`config.mk`:
```
export PLATFORM = sky130hd
export DESIGN_NAME = utf8_invalid_byte_escaper
export DESIGN_NICKNAME = d
export VERILOG_FILES = /design/src/hw/rtl/u8esc_pkg.sv /design/src/hw/rtl/utf8_invalid_byte_escaper.sv /design/src/hw/rtl/u8esc_ctrl.sv /design/src/hw/rtl/u8esc_dp.sv
export SDC_FILE = /design/constraint.sdc
export NUM_CORES = 1
export LEC_CHECK = 0
export ABC_AREA = 1
export BUFFER_PORTS_ARGS = -buffer_cell sky130_fd_sc_hd__buf_2
export CAP_MARGIN = 10
export CORE_ASPECT_RATIO = 1.4
export CORE_UTILIZATION = 49
export CTS_CLUSTER_SIZE = 8
export DETAILED_ROUTE_END_ITERATION = 12
export PLACE_DENSITY = 0.76
export SYNTH_ARGS = -nofsm -noshare
export SYNTH_HDL_FRONTEND = slang
export SYNTH_SLANG_ARGS = --single-unit
```
`constraint.sdc`:
```
create_clock -name clk -period 7.6 [get_ports clk]
set_input_delay 1.52 -clock clk [delete_from_list [all_inputs] [get_ports clk]]
set_output_delay 1.52 -clock clk [all_outputs]
set_load 0.05 [all_outputs]
```
`src/hw/rtl/u8esc_pkg.sv`:
```
`timescale 1ns / 1ps

package u8esc_pkg;

  typedef enum logic [1:0] {
    OP_NONE,
    OP_COPY,
    OP_REPL
  } op_t;

  typedef enum logic {
    ST_IDLE,
    ST_RUN
  } state_t;

  typedef logic [3:0][7:0] byte4_t;

  typedef struct packed {
    op_t        op;
    logic [2:0] len;
  } dec_t;

  typedef struct packed {
    logic load;
    logic step;
  } cmd_t;

  typedef struct packed {
    logic head_none;
    logic step_last;
    logic out_free;
  } stat_t;

  localparam logic [7:0]  REPL_B0      = 8'hEF;
  localparam logic [7:0]  REPL_B1      = 8'hBF;
  localparam logic [7:0]  REPL_B2      = 8'hBD;
  localparam logic [2:0]  REPL_LEN     = 3'd3;
  localparam logic [2:0]  BUF_DEPTH    = 3'd4;
  localparam logic [20:0] CP_LIMIT     = 21'h110000;
  localparam logic [9:0]  SURR_HI      = 10'h01B;
  localparam logic [20:0] NONCHAR_LO   = 21'h00FDD0;
  localparam logic [20:0] NONCHAR_HI   = 21'h00FDEF;
  localparam logic [20:0] MIN_2B       = 21'h000080;
  localparam logic [20:0] MIN_3B       = 21'h000800;
  localparam logic [20:0] MIN_4B       = 21'h010000;

  function automatic logic [2:0] lead_len(logic [7:0] c);
    logic [2:0] l;
    if (!c[7])                  l = 3'd1;
    else if (c[7:5] == 3'b110)  l = 3'd2;
    else if (c[7:4] == 4'b1110) l = 3'd3;
    else if (c[7:3] == 5'b11110) l = 3'd4;
    else                        l = 3'd0;
    return l;
  endfunction

  // Resolve the sequence at the head of the buffer.
  function automatic dec_t decide(byte4_t b, logic [2:0] cnt, logic fin);
    dec_t        d;
    logic [2:0]  len;
    logic [2:0]  avail;
    logic        broken;
    logic [20:0] v;
    logic [20:0] minv;
    logic        ok;
    d.op   = OP_NONE;
    d.len  = 3'd0;
    len    = lead_len(b[0]);
    avail  = (cnt < len) ? cnt : len;
    broken = 1'b0;
    for (int i = 1; i < 4; i++) begin
      if ((3'(i) < avail) && (b[i][7:6] != 2'b10)) broken = 1'b1;
    end
    case (len)
      3'd2: begin
        v    = {10'd0, b[0][4:0], b[1][5:0]};
        minv = MIN_2B;
      end
      3'd3: begin
        v    = {5'd0, b[0][3:0], b[1][5:0], b[2][5:0]};
        minv = MIN_3B;
      end
      default: begin
        v    = {b[0][2:0], b[1][5:0], b[2][5:0], b[3][5:0]};
        minv = MIN_4B;
      end
    endcase
    ok = (v >= minv) && (v < CP_LIMIT) && (v[20:11] != SURR_HI)
         && !((v >= NONCHAR_LO) && (v <= NONCHAR_HI)) && (v[15:1] != 15'h7FFF);
    if (cnt == 3'd0) begin
      d.op = OP_NONE;
    end else if (len == 3'd1) begin
      d.op  = OP_COPY;
      d.len = 3'd1;
    end else if (len == 3'd0 || broken) begin
      d.op  = OP_REPL;
      d.len = REPL_LEN;
    end else if (cnt >= len) begin
      if (ok) begin
        d.op  = OP_COPY;
        d.len = len;
      end else begin
        d.op  = OP_REPL;
        d.len = REPL_LEN;
      end
    end else if (fin) begin
      d.op  = OP_REPL;
      d.len = REPL_LEN;
    end
    return d;
  endfunction

endpackage

```
`src/hw/rtl/utf8_invalid_byte_escaper.sv`:
```
`timescale 1ns / 1ps
// UTF-8 escaper: copies a byte string, replacing the lead byte of every
// malformed or unacceptable sequence with EF BF BD and rescanning the bytes
// after it.
// Input channel: in_tdata carries one string byte, in_tlast marks the last
// byte of the string. A zero byte acts as the terminator and is not copied.
// Output channel: out_tdata carries one escaped byte, out_tlast marks the last
// byte caused by an input item, out_tuser marks the last byte of the string.
// An item is loaded, then each step registers one result byte (0 to 12 in all),
// one step per cycle while the output register is free; an item that gives no
// result (a byte held for a longer sequence) still enters the run state.
// One item is worked on at a time; the next is taken once the controller
// returns to idle. A single output register holds the latest result; while it
// waits on a stalled receiver the stepping stops until the register frees up,
// and in_tready stays low meanwhile.
// Reset empties the held-byte buffer and clears the output register's valid flag.
module utf8_invalid_byte_escaper (
  input  logic       clk,
  input  logic       rst_n,
  input  logic       in_tvalid,
  output logic       in_tready,
  input  logic [7:0] in_tdata,   // [7:0] in_byte
  input  logic       in_tlast,
  output logic       out_tvalid,
  input  logic       out_tready,
  output logic [7:0] out_tdata,  // [7:0] out_byte
  output logic       out_tlast,
  output logic       out_tuser   // [0] string_done
);

  u8esc_pkg::cmd_t  cmd;
  u8esc_pkg::stat_t stat;

  u8esc_ctrl u_ctrl (
    .clk       (clk),
    .rst_n     (rst_n),
    .in_tvalid (in_tvalid),
    .in_tready (in_tready),
    .stat      (stat),
    .cmd       (cmd)
  );

  u8esc_dp u_dp (
    .clk        (clk),
    .rst_n      (rst_n),
    .cmd        (cmd),
    .stat       (stat),
    .in_tdata   (in_tdata),
    .in_tlast   (in_tlast),
    .out_tvalid (out_tvalid),
    .out_tready (out_tready),
    .out_tdata  (out_tdata),
    .out_tlast  (out_tlast),
    .out_tuser  (out_tuser)
  );

  a_cmd_excl: assert property (@(posedge clk) disable iff (!rst_n)
    !(cmd.load && cmd.step))
    else $error("load and step together");

  a_step_slot: assert property (@(posedge clk) disable iff (!rst_n)
    cmd.step |-> stat.out_free)
    else $error("step with output register busy");

  a_done_last: assert property (@(posedge clk) disable iff (!rst_n)
    out_tvalid && out_tuser |-> out_tlast)
    else $error("string end without item end");

  a_one_item: assert property (@(posedge clk) disable iff (!rst_n)
    in_tvalid && in_tready |=> !in_tready)
    else $error("input taken while busy");

endmodule

```
`src/hw/rtl/u8esc_ctrl.sv`:
```
`timescale 1ns / 1ps

module u8esc_ctrl (
  input  logic              clk,
  input  logic              rst_n,
  input  logic              in_tvalid,
  output logic              in_tready,
  input  u8esc_pkg::stat_t  stat,
  output u8esc_pkg::cmd_t   cmd
);

  u8esc_pkg::state_t state_r;
  u8esc_pkg::state_t state_nxt;

  always_ff @(posedge clk) begin
    if (!rst_n) begin
      state_r <= u8esc_pkg::ST_IDLE;
    end else begin
      state_r <= state_nxt;
    end
  end

  always_comb begin
    state_nxt = state_r;
    cmd       = '0;
    in_tready = 1'b0;
    case (state_r)
      u8esc_pkg::ST_IDLE: begin
        in_tready = 1'b1;
        if (in_tvalid) begin
          cmd.load  = 1'b1;
          state_nxt = u8esc_pkg::ST_RUN;
        end
      end
      u8esc_pkg::ST_RUN: begin
        if (stat.head_none) begin
          state_nxt = u8esc_pkg::ST_IDLE;
        end else if (stat.out_free) begin
          cmd.step = 1'b1;
          if (stat.step_last) state_nxt = u8esc_pkg::ST_IDLE;
        end
      end
      default: begin
        state_nxt = u8esc_pkg::ST_IDLE;
      end
    endcase
  end

endmodule

```
`src/hw/rtl/u8esc_dp.sv`:
```
`timescale 1ns / 1ps

module u8esc_dp (
  input  logic              clk,
  input  logic              rst_n,
  input  u8esc_pkg::cmd_t   cmd,
  output u8esc_pkg::stat_t  stat,
  input  logic [7:0]        in_tdata,
  input  logic              in_tlast,
  output logic              out_tvalid,
  input  logic              out_tready,
  output logic [7:0]        out_tdata,
  output logic              out_tlast,
  output logic              out_tuser
);

  u8esc_pkg::byte4_t buf_r, buf_nxt;
  logic [2:0]        cnt_r, cnt_nxt;
  logic              fin_r, fin_nxt;
  u8esc_pkg::op_t    op_r, op_nxt;
  logic [2:0]        rem_r, rem_nxt;
  logic              oval_r, oval_nxt;
  logic [7:0]        obyte_r, obyte_nxt;
  logic              olast_r, olast_nxt;
  logic              odone_r, odone_nxt;

  u8esc_pkg::dec_t   hd, nx;
  u8esc_pkg::byte4_t shifted;
  u8esc_pkg::op_t    cur_op;
  logic [2:0]        cur_rem;
  logic              active, act_last, drop;
  logic [7:0]        emit_byte;

  always_comb begin
    active   = (rem_r != 3'd0);
    hd       = u8esc_pkg::decide(buf_r, cnt_r, fin_r);
    shifted  = {buf_r[3], buf_r[3], buf_r[2], buf_r[1]};
    nx       = u8esc_pkg::decide(shifted, 3'(cnt_r - 3'd1), fin_r);
    cur_op   = active ? op_r : hd.op;
    cur_rem  = active ? rem_r : hd.len;
    act_last = (cur_rem == 3'd1);
    drop     = (cur_op == u8esc_pkg::OP_COPY) || act_last;
    if (cur_op == u8esc_pkg::OP_REPL) begin
      case (cur_rem)
        3'd3:    emit_byte = u8esc_pkg::REPL_B0;
        3'd2:    emit_byte = u8esc_pkg::REPL_B1;
        default: emit_byte = u8esc_pkg::REPL_B2;
      endcase
    end else begin
      emit_byte = buf_r[0];
    end
    stat.head_none = !active && (hd.op == u8esc_pkg::OP_NONE);
    stat.step_last = act_last && (nx.op == u8esc_pkg::OP_NONE);
    stat.out_free  = !oval_r || out_tready;
  end

  always_comb begin
    buf_nxt   = buf_r;
    cnt_nxt   = cnt_r;
    fin_nxt   = fin_r;
    op_nxt    = op_r;
    rem_nxt   = rem_r;
    obyte_nxt = obyte_r;
    olast_nxt = olast_r;
    odone_nxt = odone_r;
    oval_nxt  = oval_r && !out_tready;
    if (cmd.load) begin
      fin_nxt = in_tlast || (in_tdata == 8'd0);
      if ((in_tdata != 8'd0) && (cnt_r < u8esc_pkg::BUF_DEPTH)) begin
        buf_nxt[cnt_r[1:0]] = in_tdata;
        cnt_nxt             = 3'(cnt_r + 3'd1);
      end
    end else if (cmd.step) begin
      op_nxt    = cur_op;
      rem_nxt   = 3'(cur_rem - 3'd1);
      oval_nxt  = 1'b1;
      obyte_nxt = emit_byte;
      olast_nxt = stat.step_last;
      odone_nxt = stat.step_last && fin_r;
      if (drop) begin
        buf_nxt = shifted;
        cnt_nxt = 3'(cnt_r - 3'd1);
      end
    end
  end

  always_ff @(posedge clk) begin
    if (!rst_n) begin
      cnt_r  <= 3'd0;
      rem_r  <= 3'd0;
      oval_r <= 1'b0;
      op_r   <= u8esc_pkg::OP_NONE;
      fin_r  <= 1'b0;
    end else begin
      cnt_r  <= cnt_nxt;
      rem_r  <= rem_nxt;
      oval_r <= oval_nxt;
      op_r   <= op_nxt;
      fin_r  <= fin_nxt;
    end
  end

  always_ff @(posedge clk) begin
    buf_r   <= buf_nxt;
    obyte_r <= obyte_nxt;
    olast_r <= olast_nxt;
    odone_r <= odone_nxt;
  end

  assign out_tvalid = oval_r;
  assign out_tdata  = obyte_r;
  assign out_tlast  = olast_r;
  assign out_tuser  = odone_r;

endmodule

```
==> metrics.md, run 1 <==
| Metric | Value |
|---|---|
| Status | `finished, final reports clean` |
| Clock period minus final worst setup slack | `4.44 ns` |
| PwrDens | `452 nW/um^2` |
| Post-route cell area | `3920 sq um` |
| IO Pins | `25` |
| Mapped Avg Cell Area | `7.63 sq um` |
| CTS tree | `built` |
| Placed cell areas | `3780 sq um` |
| Area of the multi-input gates | `1810 sq um` |
| Core region area | `7070 sq um` |
| Via count | `3217` |
| Skew final | `0.00501 ns` |
| Starting Density | `51.3%` |
| Net Count, Synth | `508` |
| Setup Fix Bufs, Post-CTS | `0` |
| Number of global-route vias before repair | `3020` |
| Worst slew pin tran | `0.914 ns` |
| Max_slew headroom | `39.1%` |
| Filler Cell Count | `649` |
| Total die area | `7760 sq um` |
| Initial DRC Count | `241` |
| WL per Instance | `14.1 microns` |
| Largest net degree at the start of global routing | `37` |
| Clock buffer depth | `2` |
| Worst vdd ir | `205 uV` |
| Global-route wire length before repair | `13900 microns` |
| Sequential Area | `1480 sq um` |
| GPL Wtd Cong | `0.951` |
| Later-pin clock latency in the skew report | `0.31 ns` |
| Hold Crit Class | `reg2reg` |
| # rows | `36` |
| Post-Route M1 WL | `3460 microns` |
| Register bit count reported by yosys | `53` |
| Met3 routed WL | `381 microns` |
| Final worst-path cycle share | `58.5%` |
| DP Worst Slack | `3.21 ns` |
| Netlist Area Pre-Place | `3630 sq um` |
| Setup WS post-layout | `3.16 ns` |
| Slew Viols, Final | `0` |
| Met2 wire len | `4140 microns` |
| Placed Cells | `579` |
| Area grow syn2layout | `7.82%` |
| Leakage | `1.67 nW` |
| Unique masters post-synth | `42` |
| Max Cap Viol | `0` |
| Synth warnings | `0` |
| Root Buffer | `clkbuf_8` |
| Critical Path Fanout Max | `8` |
| Clock Pin Slew Worst Setup and Hold Paths | `0.09 ns` |
| CTS Hold Buffers Added | `0` |
| DP Wirelength | `6410 microns` |
| Remaining DRCs | `0` |
| IO buf count | `24` |
| Fmax achieved | `225 MHz` |
| Yosys top cell by area | `edfxtp_1` |
| Total Neg Setup Slack | `0 ns` |
| # diodes | `0` |
| Finish-stage setup viols | `0` |
| H-tree Lvls | `2` |
| Total CTS buffers | `5` |
| CP required | `7.55 ns` |
| Post-synth top flop | `edfxtp_1` |
| Crit path DAT | `4.39 ns` |
| DR vias/cell | `5.48` |
| Top Layer Used | `met4` |
| Initial DRT Pass Iterations | `5` |
| Die height | `104 microns` |
| Post-CTS Resized | `0` |
| Final hold vios | `0` |
| Final Routed Wirelength | `8290 microns` |
| Initial antenna violation count | `0` |
| Synth Instances | `476` |
| Worst R2R Setup Slack | `3.16 ns` |
| Share of layout cells above drive strength 1 | `13.0%` |
| Post-synth EDFFs | `42` |
| Worst Setup End Kind | `register` |
| Async SR Flop Fraction | `0%` |
| Hold_ws | `0.458 ns` |
| Clk sink count | `53` |
| Chip Width | `74.8 microns` |
| Nets | `523` |
| Area contributors post-synth | `edfxtp_1 (35%), nand2_1 (11%), nand3_1 (6.9%)` |
| RSZ-0062 raised after global routing | `false` |
| Critical path class | `reg2reg` |
| Final cell count without fillers | `587` |
| Startpoint Class | `register` |
| ANT nets after route | `0` |
| GRT Util Overall | `23.0%` |
| Grt ovf | `0` |
| Yosys top cell area share | `34.7%` |
| Seq/Total Area, Yosys | `40.8%` |
## kinds of logic after synthesis
| kind of cell | Yosys count | share of synthesized area, % |
|---|---|---|
| AOI/OAI and AO/OA | 78 | 12.4 |
| xor gates and xnor gates | 3 | 0.724 |
| adders and majority gates | 19 | 6.55 |
| buffers and inverters | 83 | 9.48 |
| DFF | 53 | 40.8 |
| and+or+nand+nor | 240 | 30.0 |
## critical path, cell delays in order, from the launching register on
cell      delay [ns]
edfxtp_1        0.53
nand2_2         0.14
nor4_1          0.42
inv_1           0.14
ha_1            0.34
nand3b_1        0.12
nand3_1         0.14
o21ai_0         0.16
o21ai_0         0.11
a21oi_1         0.20
nand2_1         0.09
nor2_2          0.12
nand2_2         0.09
nand3_2         0.09
nand2_1         0.06
a21oi_1         0.23
ha_1            0.19
nand2_1         0.07
nand2_1         0.08
nand2_2         0.06
nand2_4         0.10
nand2_2         0.09
nor2_1          0.49
## sequential cells by signal, summed over array words and instances, names as in the netlist
name,cells
u_ctrl.state_r,1
u_dp.cnt_r,3
u_dp.op_r,2
u_dp.out_tuser,1
u_dp.out_tvalid,1
u_dp.out_tlast,1
u_dp.buf_r,32
u_dp.out_tdata,8
u_dp.fin_r,1
u_dp.rem_r,3
## metal layers
metal  global-route usage, %  vias up
met5                       0        -
met4                    9.57        0
met3                    3.10       25
met2                    37.8      116
met1                    29.8     1462
li1                        -     1614
## placed cells by master (no fill, tap or decap), drive strengths merged
master and count:
a211oi 1, o211ai 1, nand3 55, clkinv 4
bufinv 2, nor4 4, ha 19, edfxtp 42
o2111ai 1, nor3b 1, a31oi 4, inv 63
o21bai 1, nand3b 1, o31ai 2, nand2 117
o21ai 47, o221ai 2, nand4 4, buf 25
a22oi 1, xor2 3, clkbuf 5, a21o 1
nor3 5, a2111oi 1, a21oi 16, nor2 53
dfxtp 11
## cells in the mapped netlist, types with 6 or more instances
library cell	n
a21oi_1	14
inv_1	60
o21ai_1	6
nand2_2	10
edfxtp_1	42
nand3_1	50
nor2_1	48
nand2_1	106
ha_1	19
clkbuf_1	6
o21ai_0	37
dfxtp_1	11
## final timing paths
kind / from / endpoint / cells past startpoint
worst max-delay path: u_dp.buf_r[7]$_DFFE_PP_ / u_dp.buf_r[9]$_DFFE_PP_ / 22
worst min-delay path: u_dp.op_r[1]$_SDFFE_PN0P_ / u_dp.op_r[1]$_SDFFE_PN0P_ / 2
worst max register to register: u_dp.buf_r[7]$_DFFE_PP_ / u_dp.buf_r[9]$_DFFE_PP_ / 22
worst min register to register: u_dp.op_r[1]$_SDFFE_PN0P_ / u_dp.op_r[1]$_SDFFE_PN0P_ / 2
## layout make-up
type | instances | share of cell area (%)
repair buffers | 25 | 3.26
inverters | 66 | 6.33
clock buffers | 5 | 1.76
clock inverters | 3 | 1.66
flip-flops and latches | 53 | 37.8
well taps | 95 | 3.04
multi-input cells | 340 | 46.1
## power breakdown
group | leakage (nW) | switching (mW) | internal, mW
Clock | 0.0681 | 0.0937 | 0.131
Sequential | 0.474 | 0.0884 | 0.463
Combinational | 1.12 | 0.698 | 0.295
## stage by stage
step	power (mW)	util (%)
detailed placement	1.54	53.5
floorplan	1.34	-
global route	1.92	55.4
CTS	1.77	55.4
global placement	1.51	53.5
finish	1.77	55.4
Note: power is estimated with default switching activity, not from simulation.
==> run 2, diff against run 1 <==
ABC_AREA = 0   (was 1)
clock period = 4.25 ns   (was 7.6 ns; I/O delays follow)
==> metrics.md, run 2 <==
| Metric | Value |
|---|---|
| Netlist Area Pre-Place | `3810 sq um` |
| Met3 routed WL | `462 microns` |
| # rows | `37` |
| Largest net degree at the start of global routing | `38` |
| Crit path cell chain | `buf_6 -> and4b_1 -> a221oi_2 -> inv_1 -> ha_1 -> o21ai_1 -> a2111o_1 -> o41ai_4 -> or2_4 -> a21oi_2 -> a311o_1 -> a21oi_2 -> inv_1 -> ha_2 -> a221oi_4 -> a211oi_4 -> o21a_4` |
| Core region area | `7450 sq um` |
| Mapped Avg Cell Area | `9.01 sq um` |
| Clock Power Share | `9.5%` |
| Combinational share of power | `62.1%` |
| # diodes | `0` |
| Worst R2R Path Depth | `17` |
| Hold Crit Class | `reg2reg` |
| Critical Path Fanout Max | `8` |
| H-tree Lvls | `2` |
| Critical-path top delay cell | `edfxtp_1` |
| Grt ovf | `0` |
| Switching Share | `45.3%` |
| Max_slew headroom | `31.3%` |
| IO Pins | `25` |
| Clock buffer depth | `2` |
| Slew Viols, Final | `0` |
| Final hold vios | `0` |
| Final Routed Wirelength | `10400 microns` |
| Final cell count without fillers | `581` |
| Most frequent cells in the layout | `nand2_1 (69), buf_4 (49), edfxtp_1 (42), nand3_1 (27), buf_2 (24)` |
| Starting Density | `51.1%` |
| Post-synth EDFFs | `42` |
| Synth Area in XOR/XNOR | `0.230%` |
| RR Startpoint | `u_dp.buf_r[6]$_DFFE_PP_` |
| DR vias/cell | `6.06` |
| Hold EP | `u_dp.op_r[1]$_SDFFE_PN0P_` |
| Total CTS buffers | `5` |
| ANT nets after route | `0` |
| Chip Width | `76.5 microns` |
| Tot Pwr | `3.09 mW` |
| Crit path DAT | `4.24 ns` |
| Top reg by flops | `u_dp.buf_r` |
| Worst Setup End Kind | `register` |
| GRT Util Overall | `25.5%` |
| CTS tree | `built` |
| Later-pin clock latency in the skew report | `0.31 ns` |
| Crit Reg-Reg Endpoint | `u_dp.buf_r[21]$_DFFE_PP_` |
| P_sw | `1.40 mW` |
| Status | `finished, final reports clean` |
| Area contributors post-synth | `edfxtp_1 (33%), nand2_1 (6.8%), ha_1 (6.2%)` |
| Worst slew pin tran | `1.03 ns` |
| Unique masters post-synth | `71` |
| Fmax achieved | `240 MHz` |
| RSZ-0062 raised after global routing | `true` |
| Seq/Total Area, Yosys | `38.9%` |
| WL per Instance | `17.8 microns` |
| Hold_ws | `0.512 ns` |
| Max Cap Viol | `0` |
| Commonest non-fill, non-tap cell in the layout | `nand2_1` |
| Leakage | `1.83 nW` |
| Post-Route M1 WL | `4300 microns` |
| Async SR Flop Fraction | `0%` |
| DP Wirelength | `7750 microns` |
| Share of layout cells above drive strength 1 | `26.2%` |
| Met2 wire len | `5260 microns` |
| Hold_sp | `u_dp.op_r[1]$_SDFFE_PN0P_` |
| Global-route wire length before repair | `16300 microns` |
| CTS Hold Buffers Added | `0` |
| Nets | `515` |
| GPL Wtd Cong | `0.921` |
| Finish-stage setup viols | `0` |
| Initial DRC Count | `299` |
| Most frequent cell after synthesis | `nand2_1` |
| Yosys top cell by area | `edfxtp_1` |
| Int Pwr | `1.69 mW` |
| Critical path class | `reg2reg` |
| Clk sink count | `53` |
| Via count | `3521` |
| Compound-cell area share of the yosys netlist | `22.7%` |
| Die height | `106 microns` |
| Total die area | `8140 sq um` |
| Post-synth top flop | `edfxtp_1` |
| Largest family of logic cells by synthesized area | `simple AND/OR/NAND/NOR gates` |
| Most instantiated cells after synthesis | `nand2_1 (69), edfxtp_1 (42), nand3_1 (27), nor2_1 (23), o21ai_0 (20)` |
| Initial antenna violation count | `0` |
| Initial DRT Pass Iterations | `4` |
| Remaining DRCs | `0` |
| Synth warnings | `0` |
| IO buf count | `24` |
| Yosys top cell area share | `33.1%` |
| PwrDens | `685 nW/um^2` |
| Worst vdd ir | `374 uV` |
| CP required | `4.32 ns` |
| Synth Instances | `423` |
| Multiplexer area fraction after synthesis | `0.821%` |
| Max reg flops | `32` |
| Root Buffer | `clkbuf_8` |
| Register bit count reported by yosys | `53` |
| Placed Cells | `562` |
| Synth Area in Adders | `6.24%` |
| Worst R2R Setup Slack | `0.08 ns` |
| Sequential cell fraction of total power | `28.3%` |
| Final worst-path cycle share | `98.1%` |
| Synth Area in Simple Gates | `26.1%` |
| Startpoint Class | `register` |
| Number of global-route vias before repair | `3338` |
| Clock period minus final worst setup slack | `4.17 ns` |
| Skew final | `0.0123 ns` |
| Area grow syn2layout | `18.6%` |
| Hold Crit Depth | `2` |
| Worst path max stage delay | `0.50 ns` |
| Filler Cell Count | `630` |
| Top Layer Used | `met4` |
| Net Count, Synth | `455` |
| Clock Pin Slew Worst Setup and Hold Paths | `0.11 ns` |
run 2: cell types whose count changed after synthesis, moves of 7 or more:
cell      delta
nand3_1     -23
or2_2        +9
inv_1       -43
o21a_1       +7
a21o_1       +7
o21ai_0     -17
and3_1       +9
nand2_1     -37
nor2_1      -25
nand2_2     -10
nand2b_1    +10
run 2: how the worst max path moves through the flow:
stage,from,end,depth (start not counted)
after floorplan,u_dp.buf_r[4]$_DFFE_PP_,u_dp.buf_r[16]$_DFFE_PP_,19
final,u_dp.buf_r[6]$_DFFE_PP_,u_dp.buf_r[21]$_DFFE_PP_,17
after detailed placement,u_dp.buf_r[7]$_DFFE_PP_,u_dp.buf_r[16]$_DFFE_PP_,17
after global routing,u_dp.buf_r[5]$_DFFE_PP_,u_dp.buf_r[20]$_DFFE_PP_,17
after CTS,u_dp.buf_r[4]$_DFFE_PP_,u_dp.buf_r[16]$_DFFE_PP_,18
after global placement,u_dp.buf_r[6]$_DFFE_PP_,u_dp.buf_r[16]$_DFFE_PP_,17
run 2: power groups by stage:
stage	Combinational (mW)	Sequential, mW	Clock (mW)
after floorplan	1.13	0.918	0
after global placement	1.67	0.880	0
after detailed placement	1.72	0.884	0
after CTS	1.74	0.871	0.301
after global routing	2.08	0.889	0.326
final	1.92	0.876	0.295
run 2: kinds of logic (layout without fill, tap and decap cells):
kind of cell,count (synthesis),after routing
AOI/OAI and AO/OA,113,113
xor gates and xnor gates,1,1
adders and majority gates,19,19
buffers and inverters,41,102
DFF,53,53
muxes,3,3
and+or+nand+nor,193,193
run 2: worst max-delay path: cells and delay by family, from the launching register on:
family	cells	cell delay, ns
adders and majority gates	2	0.49
AOI/OAI and AO/OA	10	2.19
buffers and inverters	3	0.32
DFF	1	0.50
and+or+nand+nor	2	0.41
run 2: layout make-up:
cell class | instances | area, sq um | share of cell area [%]
repair buffers | 75 | 510 | 11.3
multi-input cells | 329 | 2240 | 49.6
well taps | 97 | 121 | 2.69
inverters | 19 | 71.3 | 1.58
clock buffers | 5 | 68.8 | 1.52
clock inverters | 3 | 21.3 | 0.471
flip-flops and latches | 53 | 1480 | 32.8
run 2: through the flow:
| stage | worst slack (ns) | cell area (sq um) | setup TNS (ns) | utilization, % |
|---|---|---|---|---|
| floorplan | 0.00398 | 3820 | 0 | - |
| global placement | 0.0227 | 4240 | 0 | 56.9 |
| detailed placement | -0.0849 | 4240 | -1.12 | 56.9 |
| CTS | 0.0171 | 4350 | 0 | 58.4 |
| global route | -0.0671 | 4520 | -1.38 | 60.6 |
| finish | 0.0789 | 4520 | 0 | 60.6 |
run 2: routing by layer:
layer	GRT usage (%)	up-vias
li1	-	1690
met1	31.3	1692
met2	45.3	110
met3	2.83	29
met4	10.6	0
met5	0	-
run 2: repair_timing:
action                                  CTS  global route
buffers inserted                          1            10
endpoints found under the setup margin   24            29
gates resized for setup                   5            21
endpoints found under the hold margin     0             0
pin swaps                                 0            11
==> run 3, diff against run 2 <==
==> constraint.sdc (replaced) <==
create_clock -name clk -period 4.25 [get_ports clk]
set_input_delay 0.425 -clock clk [delete_from_list [all_inputs] [get_ports clk]]
set_output_delay 0.425 -clock clk [all_outputs]
set_load 0.05 [all_outputs]
==> metrics.md, run 3 (synthesis gave the netlist of run 2 again) <==
| Metric | Value |
|---|---|
| PwrDens | `692 nW/um^2` |
| Critical path class | `reg2reg` |
| Final worst-path cycle share | `100%` |
| Max reg flops | `32` |
| Post-layout util | `60.9%` |
| IO buf count | `24` |
| Initial DRC Count | `403` |
| Total die area | `8140 sq um` |
| Top reg by flops | `u_dp.buf_r` |
| CP required | `4.31 ns` |
| Startpoint Class | `register` |
| Crit path top cell by count | `a21oi_2` |
| Worst Setup End Kind | `register` |
| DP Wirelength | `7690 microns` |
| Sequential Area | `1480 sq um` |
| Status | `finished with violations` |
| Switching Share | `45.2%` |
| Clock Power Share | `10.8%` |
| Clk sink count | `53` |
| Worst slew pin tran | `0.954 ns` |
| Max Cap Viol | `0` |
| Later-pin clock latency in the skew report | `0.32 ns` |
| Largest net degree at the start of global routing | `39` |
| Crit path DAT | `4.33 ns` |
| WL per Instance | `18.4 microns` |
| Skew final | `0.00918 ns` |
| GPL Wtd Cong | `0.920` |
| Starting Density | `51.1%` |
| GRT Util Overall | `25.3%` |
| IO Pins | `25` |
| Remaining DRCs | `0` |
| Max_slew headroom | `36.3%` |
| Area of the multi-input gates | `2240 sq um` |
| Filler Cell Count | `599` |
| Delay-heaviest family, CP | `compound AO/OA/AOI/OAI gates` |
| CTS Hold Buffers Added | `0` |
| Buf+Inv Stages, Crit Path | `3` |
| Final Routed Wirelength | `10700 microns` |
| Grt ovf | `0` |
| DP Worst Slack | `-0.0952 ns` |
| Number of global-route vias before repair | `3341` |
| Worst vdd ir | `339 uV` |
| Global-route wire length before repair | `16100 microns` |
| Chip Width | `76.5 microns` |
| Area grow syn2layout | `19.1%` |
| Fmax achieved | `234 MHz` |
| Placed cell areas | `4240 sq um` |
| Share of layout cells above drive strength 1 | `27.1%` |
| DR vias/cell | `6.19` |
| Slew Viols, Final | `0` |
| H-tree Lvls | `2` |
| Total CTS buffers | `5` |
| Clock Pin Slew Worst Setup and Hold Paths | `0.11 ns` |
| RSZ-0062 raised after global routing | `true` |
| Crit path cell chain | `nand2_4 -> buf_6 -> nor2_4 -> inv_2 -> ha_4 -> nor2b_1 -> o21a_1 -> or3_1 -> a31o_2 -> a21oi_2 -> nor3b_4 -> a21oi_4 -> a311o_1 -> a21oi_2 -> inv_1 -> ha_2 -> a221oi_2 -> a211oi_2 -> o21a_2` |
| Finish-stage setup viols | `19` |
| Int Pwr | `1.72 mW` |
| # diodes | `0` |
| Critical-path top delay cell | `edfxtp_1` |
| Hold Crit Class | `in2reg` |
| Die height | `106 microns` |
| ANT nets after route | `0` |
| Most frequent cells in the layout | `nand2_1 (69), buf_4 (48), edfxtp_1 (42), nand3_1 (27), buf_2 (24)` |
| Violated checks | `setup timing` |
| Combinational share of power | `61.0%` |
| Initial antenna violation count | `0` |
| P_sw | `1.42 mW` |
| Sequential cell fraction of total power | `28.2%` |
| Commonest non-fill, non-tap cell in the layout | `nand2_1` |
| Via count | `3599` |
| Clock buffer depth | `2` |
| Worst path max stage delay | `0.54 ns` |
| Leakage | `1.84 nW` |
| Core region area | `7450 sq um` |
| Clock period minus final worst setup slack | `4.26 ns` |
| Setup WS post-layout | `-0.0146 ns` |
| CTS tree | `built` |
| Root Buffer | `clkbuf_8` |
| # rows | `37` |
| Nets | `515` |
| Final hold vios | `0` |
| Critical Path Fanout Max | `8` |
| Post-route cell area | `4540 sq um` |
| Initial DRT Pass Iterations | `5` |
==> run 3: cell type report <==
| class | count | share of cell area [%] |
|---|---|---|
| multi-input combinational | 329 | 49.3 |
| sequential | 53 | 32.6 |
| timing repair buffer | 75 | 11.3 |
| tap | 97 | 2.67 |
| clock buffer | 6 | 2.07 |
| inverter | 19 | 1.57 |
| clock inverter | 2 | 0.386 |
==> run 3: path summary, 6_finish.rpt <==
check	startpoint	to	slack, ns	cells past startpoint
min reg2reg	u_dp.op_r[1]$_SDFFE_PN0P_	u_dp.op_r[1]$_SDFFE_PN0P_	0.51	2
max	u_dp.buf_r[6]$_DFFE_PP_	u_dp.buf_r[21]$_DFFE_PP_	-0.01	19
max reg2reg	u_dp.buf_r[6]$_DFFE_PP_	u_dp.buf_r[21]$_DFFE_PP_	-0.01	19
min	in_tlast	u_dp.fin_r$_SDFFE_PN0P_	0.37	2
==> run 3: power by group through the flow <==
stage	sequential, mW	clock, mW	combinational (mW)
2_1_floorplan	0.918	0	1.13
3_3_place_gp	0.880	0	1.67
3_5_place_dp	0.886	0	1.72
4_1_cts	0.874	0.344	1.74
5_1_grt	0.898	0.360	2.06
6_report	0.886	0.341	1.92
==> run 3: what timing repair did <==
item / in CTS / in global routing
setup buffers: 0 / 12
resized for setup: 4 / 24
pin swaps: 0 / 19
setup endpoints to repair: 24 / 27
hold endpoints to repair: 0 / 0
==> run 3: per-stage QoR <==
stage / hold WS [ns] / setup TNS [ns] / total power, mW / std cells
floorplan: 0.475 / 0 / 2.05 / 423
global placement: 0.493 / 0 / 2.55 / 562
detailed placement: 0.501 / -1.43 / 2.60 / 562
CTS: 0.363 / 0 / 2.95 / 570
global route: 0.377 / -3.33 / 3.32 / 581
finish: 0.369 / -0.177 / 3.14 / 581
==> run 3: layer usage <==
layer / wire [microns] / part of all wire [%] / track usage [%]
met1: 4310 / 40 / 30.0
met2: 5310 / 50 / 45.4
met3: 623 / 5.8 / 3.18
met4: 420 / 3.9 / 11.3
met5: 0 / 0 / 0
